--- config.mk ---
export PLATFORM = sky130hd
export DESIGN_NAME = cubic_bisection_root_finder_top
export DESIGN_NICKNAME = d
export VERILOG_FILES = /design/src/cbrf_pkg.sv /design/src/cbrf_regs.sv /design/src/cbrf_eval.sv /design/src/cubic_bisection_root_finder_top.sv
export SDC_FILE = /design/constraint.sdc
export NUM_CORES = 2
export LEC_CHECK = 0
export BUFFER_PORTS_ARGS = -buffer_cell sky130_fd_sc_hd__buf_2
export CORE_ASPECT_RATIO = 1.1
export CORE_MARGIN = 5
export CORE_UTILIZATION = 55
export CTS_CLUSTER_SIZE = 25
export DETAILED_ROUTE_END_ITERATION = 10
export GPL_ROUTABILITY_DRIVEN = 1
export GPL_TIMING_DRIVEN = 0
export MAX_ROUTING_LAYER = met4
export PLACE_DENSITY = 0.69
export SLEW_MARGIN = 20
export SYNTH_ARGS = -nofsm -noshare
export SYNTH_HDL_FRONTEND = slang
export SYNTH_HIERARCHICAL = 1
export SYNTH_SLANG_ARGS = --single-unit
--- constraint.sdc ---
create_clock -name clk -period 10.13 [get_ports clk]
set_clock_uncertainty 0.15 [all_clocks]
set_input_delay 1.5195 -clock clk [delete_from_list [all_inputs] [get_ports clk]]
set_output_delay 1.5195 -clock clk [all_outputs]
set_load 0.02 [all_outputs]
--- src/cbrf_pkg.sv ---
// ----------------------------------------------------------------------------
// cbrf_pkg
// Shared types, constants and helpers for the cubic bisection root finder.
// ----------------------------------------------------------------------------
package cbrf_pkg;

  localparam int FRAC_BITS      = 16;
  localparam int WORD_BITS      = 32;
  localparam int PROD_BITS      = 2 * WORD_BITS;
  localparam int TOL_BITS       = 31;
  localparam int STEP_BITS      = 6;
  localparam int STATUS_BITS    = 2;
  localparam int REG_INDEX_BITS = 3;
  localparam int CFG_DATA_BITS  = 32;

  localparam logic [REG_INDEX_BITS-1:0] REG_COEF_CUBIC  = 3'd0;
  localparam logic [REG_INDEX_BITS-1:0] REG_COEF_SQUARE = 3'd1;
  localparam logic [REG_INDEX_BITS-1:0] REG_COEF_LINEAR = 3'd2;
  localparam logic [REG_INDEX_BITS-1:0] REG_COEF_CONST  = 3'd3;
  localparam logic [REG_INDEX_BITS-1:0] REG_TOLERANCE   = 3'd4;

  localparam logic [STATUS_BITS-1:0] STATUS_CONVERGED = 2'd0;
  localparam logic [STATUS_BITS-1:0] STATUS_EXACT     = 2'd1;
  localparam logic [STATUS_BITS-1:0] STATUS_NO_CHANGE = 2'd2;

  typedef logic signed [WORD_BITS-1:0] word_t;
  typedef logic signed [PROD_BITS-1:0] prod_t;

  typedef struct packed {
    word_t cubic;
    word_t square;
    word_t linear;
    word_t cnst;
  } coef_t;

  typedef struct packed {
    logic zero;
    logic neg;
  } sign_t;

  localparam word_t WORD_MAX = {1'b0, {(WORD_BITS-1){1'b1}}};
  localparam word_t WORD_MIN = {1'b1, {(WORD_BITS-1){1'b0}}};

  function automatic word_t sat_word(input prod_t v);
    prod_t hi;
    prod_t lo;
    hi = PROD_BITS'(WORD_MAX);
    lo = PROD_BITS'(WORD_MIN);
    if (v > hi) begin
      return WORD_MAX;
    end else if (v < lo) begin
      return WORD_MIN;
    end
    return v[WORD_BITS-1:0];
  endfunction

  function automatic prod_t ext_word(input word_t v);
    return {{(PROD_BITS-WORD_BITS){v[WORD_BITS-1]}}, v};
  endfunction

endpackage

--- src/cbrf_regs.sv ---
// ----------------------------------------------------------------------------
// cbrf_regs
// Configuration registers: cubic coefficients and halving tolerance.
// ----------------------------------------------------------------------------
module cbrf_regs import cbrf_pkg::*; (
  input  logic                      clk,
  input  logic                      rst,
  input  logic                      cfg_we,
  input  logic [REG_INDEX_BITS-1:0] cfg_index,
  input  logic [CFG_DATA_BITS-1:0]  cfg_data,
  output coef_t                     coef,
  output logic [TOL_BITS-1:0]       tol
);

  always_ff @(posedge clk) begin
    if (rst) begin
      coef.cubic  <= word_t'(65536);
      coef.square <= word_t'(-13107);
      coef.linear <= word_t'(32768);
      coef.cnst   <= word_t'(-65536);
      tol         <= TOL_BITS'(1);
    end else if (cfg_we) begin
      case (cfg_index)
        REG_COEF_CUBIC:  coef.cubic  <= cfg_data[WORD_BITS-1:0];
        REG_COEF_SQUARE: coef.square <= cfg_data[WORD_BITS-1:0];
        REG_COEF_LINEAR: coef.linear <= cfg_data[WORD_BITS-1:0];
        REG_COEF_CONST:  coef.cnst   <= cfg_data[WORD_BITS-1:0];
        REG_TOLERANCE:   tol         <= cfg_data[TOL_BITS-1:0];
        default: ;
      endcase
    end
  end

endmodule

--- src/cbrf_eval.sv ---
// ----------------------------------------------------------------------------
// cbrf_eval
// Horner evaluation of the cubic on one shared multiplier; reports the sign.
// Each pass: multiply, then shift, saturate, add coefficient, saturate.
// ----------------------------------------------------------------------------
module cbrf_eval import cbrf_pkg::*; (
  input  logic  clk,
  input  logic  rst,
  input  logic  start,
  input  word_t x,
  input  coef_t coef,
  output logic  done,
  output sign_t sign
);

  logic        busy;
  logic        phase;
  logic [1:0]  idx;
  word_t       xr;
  word_t       acc;
  prod_t       prod;
  prod_t       mul;
  word_t       prod_sat;
  word_t       addend;
  word_t       sum_sat;

  assign mul      = acc * xr;
  assign prod_sat = sat_word(prod >>> FRAC_BITS);

  always_comb begin
    case (idx)
      2'd0:    addend = coef.square;
      2'd1:    addend = coef.linear;
      default: addend = coef.cnst;
    endcase
  end

  assign sum_sat   = sat_word(ext_word(prod_sat) + ext_word(addend));
  assign sign.zero = (acc == '0);
  assign sign.neg  = acc[WORD_BITS-1];

  always_ff @(posedge clk) begin
    if (rst) begin
      busy  <= 1'b0;
      done  <= 1'b0;
      phase <= 1'b0;
      idx   <= '0;
    end else begin
      done <= !start && busy && phase && (idx == 2'd2);
      if (start) begin
        busy  <= 1'b1;
        phase <= 1'b0;
        idx   <= '0;
      end else if (busy) begin
        if (!phase) begin
          phase <= 1'b1;
        end else begin
          phase <= 1'b0;
          idx   <= idx + 2'd1;
          if (idx == 2'd2) begin
            busy <= 1'b0;
          end
        end
      end
    end
  end

  always_ff @(posedge clk) begin
    if (start) begin
      xr  <= x;
      acc <= coef.cubic;
    end else if (busy) begin
      if (!phase) begin
        prod <= mul;
      end else begin
        acc <= sum_sat;
      end
    end
  end

endmodule

--- src/cubic_bisection_root_finder_top.sv ---
// ----------------------------------------------------------------------------
// cubic_bisection_root_finder_top
// Bisection root search of a configurable Q16.16 cubic over an input interval.
// ----------------------------------------------------------------------------
// One item at a time. An evaluation of the cubic runs from its launch through
// three Horner passes through the single 32x32 multiplier, each a multiply
// and then a shift, saturate and add, to done and the sign being seen. Each
// halving step adds an interval check before the evaluation at the midpoint.
// Both ends are evaluated first; an interval without a sign change finishes
// there, and an exact zero at a midpoint ends the search. The input is ready
// only while the sequencer is idle; a finished result sits in the output
// register and does not block the next input beat, but the next result waits
// until that one is taken.
module cubic_bisection_root_finder_top import cbrf_pkg::*; (
  input  logic                      clk,
  input  logic                      rst,
  input  logic                      in_valid,
  output logic                      in_ready,
  input  logic signed [31:0]        left_end,
  input  logic signed [31:0]        right_end,
  output logic                      out_valid,
  input  logic                      out_ready,
  output logic signed [31:0]        root,
  output logic [STEP_BITS-1:0]      steps,
  output logic [STATUS_BITS-1:0]    status,
  input  logic                      cfg_we,
  input  logic [REG_INDEX_BITS-1:0] cfg_index,
  input  logic [CFG_DATA_BITS-1:0]  cfg_data
);

  localparam logic [2:0] S_IDLE   = 3'd0;
  localparam logic [2:0] S_EVAL_A = 3'd1;
  localparam logic [2:0] S_EVAL_B = 3'd2;
  localparam logic [2:0] S_CHECK  = 3'd3;
  localparam logic [2:0] S_EVAL_C = 3'd4;
  localparam logic [2:0] S_FINISH = 3'd5;

  coef_t                   coef;
  logic [TOL_BITS-1:0]     tol;
  logic [2:0]              state;
  word_t                   a;
  word_t                   b;
  word_t                   c;
  sign_t                   sa;
  logic [STEP_BITS-1:0]    step_count;
  logic [STATUS_BITS-1:0]  status_val;
  word_t                   root_val;
  logic                    ev_start;
  word_t                   ev_x;
  logic                    ev_done;
  sign_t                   ev_sign;
  logic signed [WORD_BITS:0] diff;
  logic signed [WORD_BITS:0] sum;
  word_t                   mid;
  logic [TOL_BITS-1:0]     tol_eff;
  logic [TOL_BITS:0]       two_tol;
  logic                    narrow;

  cbrf_regs u_regs (
    .clk       (clk),
    .rst       (rst),
    .cfg_we    (cfg_we),
    .cfg_index (cfg_index),
    .cfg_data  (cfg_data),
    .coef      (coef),
    .tol       (tol)
  );

  cbrf_eval u_eval (
    .clk   (clk),
    .rst   (rst),
    .start (ev_start),
    .x     (ev_x),
    .coef  (coef),
    .done  (ev_done),
    .sign  (ev_sign)
  );

  assign in_ready = (state == S_IDLE);
  assign tol_eff  = (tol == '0) ? TOL_BITS'(1) : tol;
  assign two_tol  = {tol_eff, 1'b0};
  assign diff     = {b[WORD_BITS-1], b} - {a[WORD_BITS-1], a};
  assign sum      = {b[WORD_BITS-1], b} + {a[WORD_BITS-1], a};
  assign mid      = sum[WORD_BITS:1];
  assign narrow   = diff[WORD_BITS] || (diff[WORD_BITS-1:0] <= two_tol);

  always_ff @(posedge clk) begin
    if (rst) begin
      state     <= S_IDLE;
      ev_start  <= 1'b0;
      out_valid <= 1'b0;
    end else begin
      ev_start <= ((state == S_IDLE) && in_valid) || ((state == S_EVAL_A) && ev_done) ||
                  ((state == S_CHECK) && !narrow);
      if ((state == S_FINISH) && (!out_valid || out_ready)) begin
        out_valid <= 1'b1;
      end else if (out_ready) begin
        out_valid <= 1'b0;
      end
      case (state)
        S_IDLE: begin
          if (in_valid) begin
            state <= S_EVAL_A;
          end
        end
        S_EVAL_A: begin
          if (ev_done) begin
            state <= S_EVAL_B;
          end
        end
        S_EVAL_B: begin
          if (ev_done) begin
            if (!sa.zero && !ev_sign.zero && (sa.neg == ev_sign.neg)) begin
              state <= S_FINISH;
            end else begin
              state <= S_CHECK;
            end
          end
        end
        S_CHECK: begin
          if (narrow) begin
            state <= S_FINISH;
          end else begin
            state <= S_EVAL_C;
          end
        end
        S_EVAL_C: begin
          if (ev_done) begin
            state <= ev_sign.zero ? S_FINISH : S_CHECK;
          end
        end
        S_FINISH: begin
          if (!out_valid || out_ready) begin
            state <= S_IDLE;
          end
        end
        default: state <= S_IDLE;
      endcase
    end
  end

  // datapath
  always_ff @(posedge clk) begin
    case (state)
      S_IDLE: begin
        if (in_valid) begin
          a          <= left_end;
          b          <= right_end;
          ev_x       <= left_end;
          step_count <= '0;
        end
      end
      S_EVAL_A: begin
        if (ev_done) begin
          sa   <= ev_sign;
          ev_x <= b;
        end
      end
      S_EVAL_B: begin
        if (ev_done) begin
          root_val   <= '0;
          status_val <= STATUS_NO_CHANGE;
        end
      end
      S_CHECK: begin
        if (narrow) begin
          root_val   <= mid;
          status_val <= STATUS_CONVERGED;
        end else begin
          c          <= mid;
          ev_x       <= mid;
          step_count <= step_count + STEP_BITS'(1);
        end
      end
      S_EVAL_C: begin
        if (ev_done) begin
          if (ev_sign.zero) begin
            root_val   <= c;
            status_val <= STATUS_EXACT;
          end else if (!sa.zero && (sa.neg != ev_sign.neg)) begin
            b <= c;
          end else begin
            a  <= c;
            sa <= ev_sign;
          end
        end
      end
      S_FINISH: begin
        if (!out_valid || out_ready) begin
          root   <= root_val;
          steps  <= step_count;
          status <= status_val;
        end
      end
      default: ;
    endcase
  end

endmodule

==> results.json <==
{
  "grt_pass1_wl_um": 317000,
  "crit_type": "flip-flop to flip-flop",
  "grt-ovfl-total": 0,
  "io_buffers": 143,
  "synth-xor-area-share_pct": 2.12,
  "maxSlewViolCount": 0,
  "wire_per_inst_um": 26.2,
  "dpl.cell_count": 8021,
  "ant_nets": 0,
  "syn2layout_area_growth_pct": 7.30,
  "initial_utilization_pct": 55.1,
  "vias_per_cell": 5.75,
  "rsz0062_at_grt": "no",
  "reg2reg_depth": 27,
  "synth-async-reset-ratio_pct": 0,
  "synth-simple-area-share_pct": 16.2,
  "ys.flop_type": "edfxtp_1",
  "worst_pin_slew_ps": 1240,
  "core_area_um2": 112000,
  "clock-sinks": 491,
  "first_pass_iters": 6,
  "post_dp_cell_area_um2": 64600,
  "dieHeight_um": 361,
  "cts_buffers": 43,
  "fillers": 10000,
  "synth-compound-area-share_pct": 7.17,
  "drt_iter0_markers": 4324,
  "hpwlAfterDp_um": 178000,
  "fmax_mhz": 101,
  "via_count": 46600,
  "synth_top_family_by_area": "adder cells",
  "relSlewSlack_pct": 17.5,
  "routabilityCongestion": 1.05,
  "clockBufferDepth": 3,
  "ys_ff_latch": 491,
  "postLayoutCoreUtil_pct": 59.1,
  "whs_path_depth": 0,
  "max_cap_violations": 0,
  "layout_commonest_cell": "inv_1",
  "first_global_vias": 49100,
  "dieArea_um2": 119000,
  "synth.avg_cell_area_um2": 9.71,
  "synth_mux_area_share_pct": 2.71,
  "path_clk_slew_ps": 70,
  "fin_crit_ps": 9890,
  "cts_tree": "built",
  "syn_area_um2": 61700,
  "insertion_delay_ps": 600,
  "hold_class": "flip-flop to flip-flop",
  "layout_common_cells": "1139 x inv_1, 1082 x fa_1, 887 x nand2_1, 510 x and2_1, 322 x edfxtp_1",
  "cts_htree_levels": 2,
  "synthCells": 6358,
  "drt_wl_total_um": 212000,
  "grt_max_degree": 33,
  "clockRootBuffer": "clkbuf_16",
  "antenna_found_initial": 8,
  "post-route-period-util_pct": 97.6,
  "start_kind": "flip-flop",
  "ys_warn_count": 6,
  "status": "completed",
  "synthAdderAreaFrac_pct": 41.5,
  "rows": 129,
  "final_cells": 8116,
  "finalSetupViolations": 0,
  "drive_gt1_share_pct": 5.38,
  "path_max_fanout": 10,
  "synth_cell_types": 108,
  "drcViolationCount": 0,
  "chipWidth_um": 329,
  "yosysSeqAreaShare_pct": 21.1,
  "pin_count": 146,
  "syn_nets": 7857,
  "whs_ps": 267,
  "cp-end-kind": "flip-flop",
  "finalNetCount": 8061,
  "worstPathRequired_ps": 10290,
  "fin_area_um2": 66200,
  "globalRouteTotalUtil_pct": 37.1,
  "worst_ep_arrival_time_ps": 10060,
  "synth_edf_count": 322,
  "hold_viol": 0
}
[cell type report]
cell class / count / area, µm² / area share [%]
inverter: 1147 / 4310 / 6.50
buffer: 329 / 1360 / 2.06
sequential: 491 / 13100 / 19.7
tap: 1506 / 1880 / 2.85
multi-input combinational: 4391 / 43100 / 65.0
clock inverter: 26 / 447 / 0.674
antenna: 14 / 35.0 / 0.0529
clock buffer: 53 / 1130 / 1.71
timing repair buffer: 159 / 937 / 1.42
[final timing paths]
check,endpoint,slack [ps],start
hold / removal,root[31],270,root_val[31]
setup / recovery,u_eval/prod[61],240,u_eval/xr[7]
setup reg to reg,u_eval/prod[61],240,u_eval/xr[7]
hold reg to reg,root[31],270,root_val[31]
[Yosys cell counts (all sizes together) (18+ instances only)]
cell	instances	area [µm²]
inv	1145	4300
fa	1084	21700
nand2	890	3350
and2	511	3200
edfxtp	322	9670
ha	311	3890
clkbuf	277	1040
nor2	198	756
a21oi	197	1040
nand2b	174	1090
dfxtp	169	3380
mux2i	166	1660
o21ai	136	688
a21o	112	841
xnor2	103	902
nor2b	55	344
buf	52	314
xor2	44	404
a22oi	35	263
nor3	34	175
nand4	32	200
nand3	30	155
nor4	24	156
a211oi	20	165
o31ai	18	145
[repair_timing]
| action | in CTS | in global routing |
|---|---|---|
| hold buffers | 0 | 0 |
| resized for setup | 2 | 3 |
| endpoints found under the setup margin | 4 | 5 |
| buffers inserted | 0 | 2 |
| pin swaps | 0 | 0 |
[sequential cells by signal, summed over array words and instances, names as in the netlist, 3 cells and up]
register     count
a               32
b               32
c               32
ev_x            32
root            32
root_val        32
state            3
step_count       6
steps            6
u_eval/acc      32
u_eval/prod     48
u_eval/xr       32
u_regs/coef    128
u_regs/tol      31
[critical path: stages (launching register included)]
cell and delay [ps]:
edfxtp_1 650, clkbuf_1 810, and2_1 260, fa_1 420, inv_1 240, fa_1 460, inv_1 240, fa_1 510
fa_2 780, inv_1 350, fa_1 580, inv_1 60, fa_1 530, fa_1 510, inv_1 80, fa_1 520
inv_1 50, ha_1 360, a21o_1 190, a21o_1 230, a21o_1 210, a211oi_1 240, o21bai_1 110, a21oi_1 230
a21oi_1 120, a211oi_2 350, mux2i_1 230, o2111ai_1 120
[routing by layer]
metal	up-vias	global-route usage, %	wire, µm
li1	20100	-	-
met1	23600	46.0	80100
met2	2249	59.0	100000
met3	635	6.07	17300
met4	0	19.5	14500
met5	-	-	0
[per-stage QoR]
stage          setup TNS [ps]  setup slack [ps]
5_1_grt                     0              4.90
2_1_floorplan               0              1790
6_report                    0               239
3_5_place_dp             -204              -152
3_3_place_gp             -233              -170
4_1_cts                     0              58.4
[kinds of logic after synthesis]
logic type      Yosys count
xor+xnor                147
compound gates          660
buf+inv                1476
fa+ha+maj              1395
flops                   491
simple gates           2022
mux                     167
Power is not shown: default switching activity piles up to over one toggle a cycle in this logic, so the estimate is an artifact.
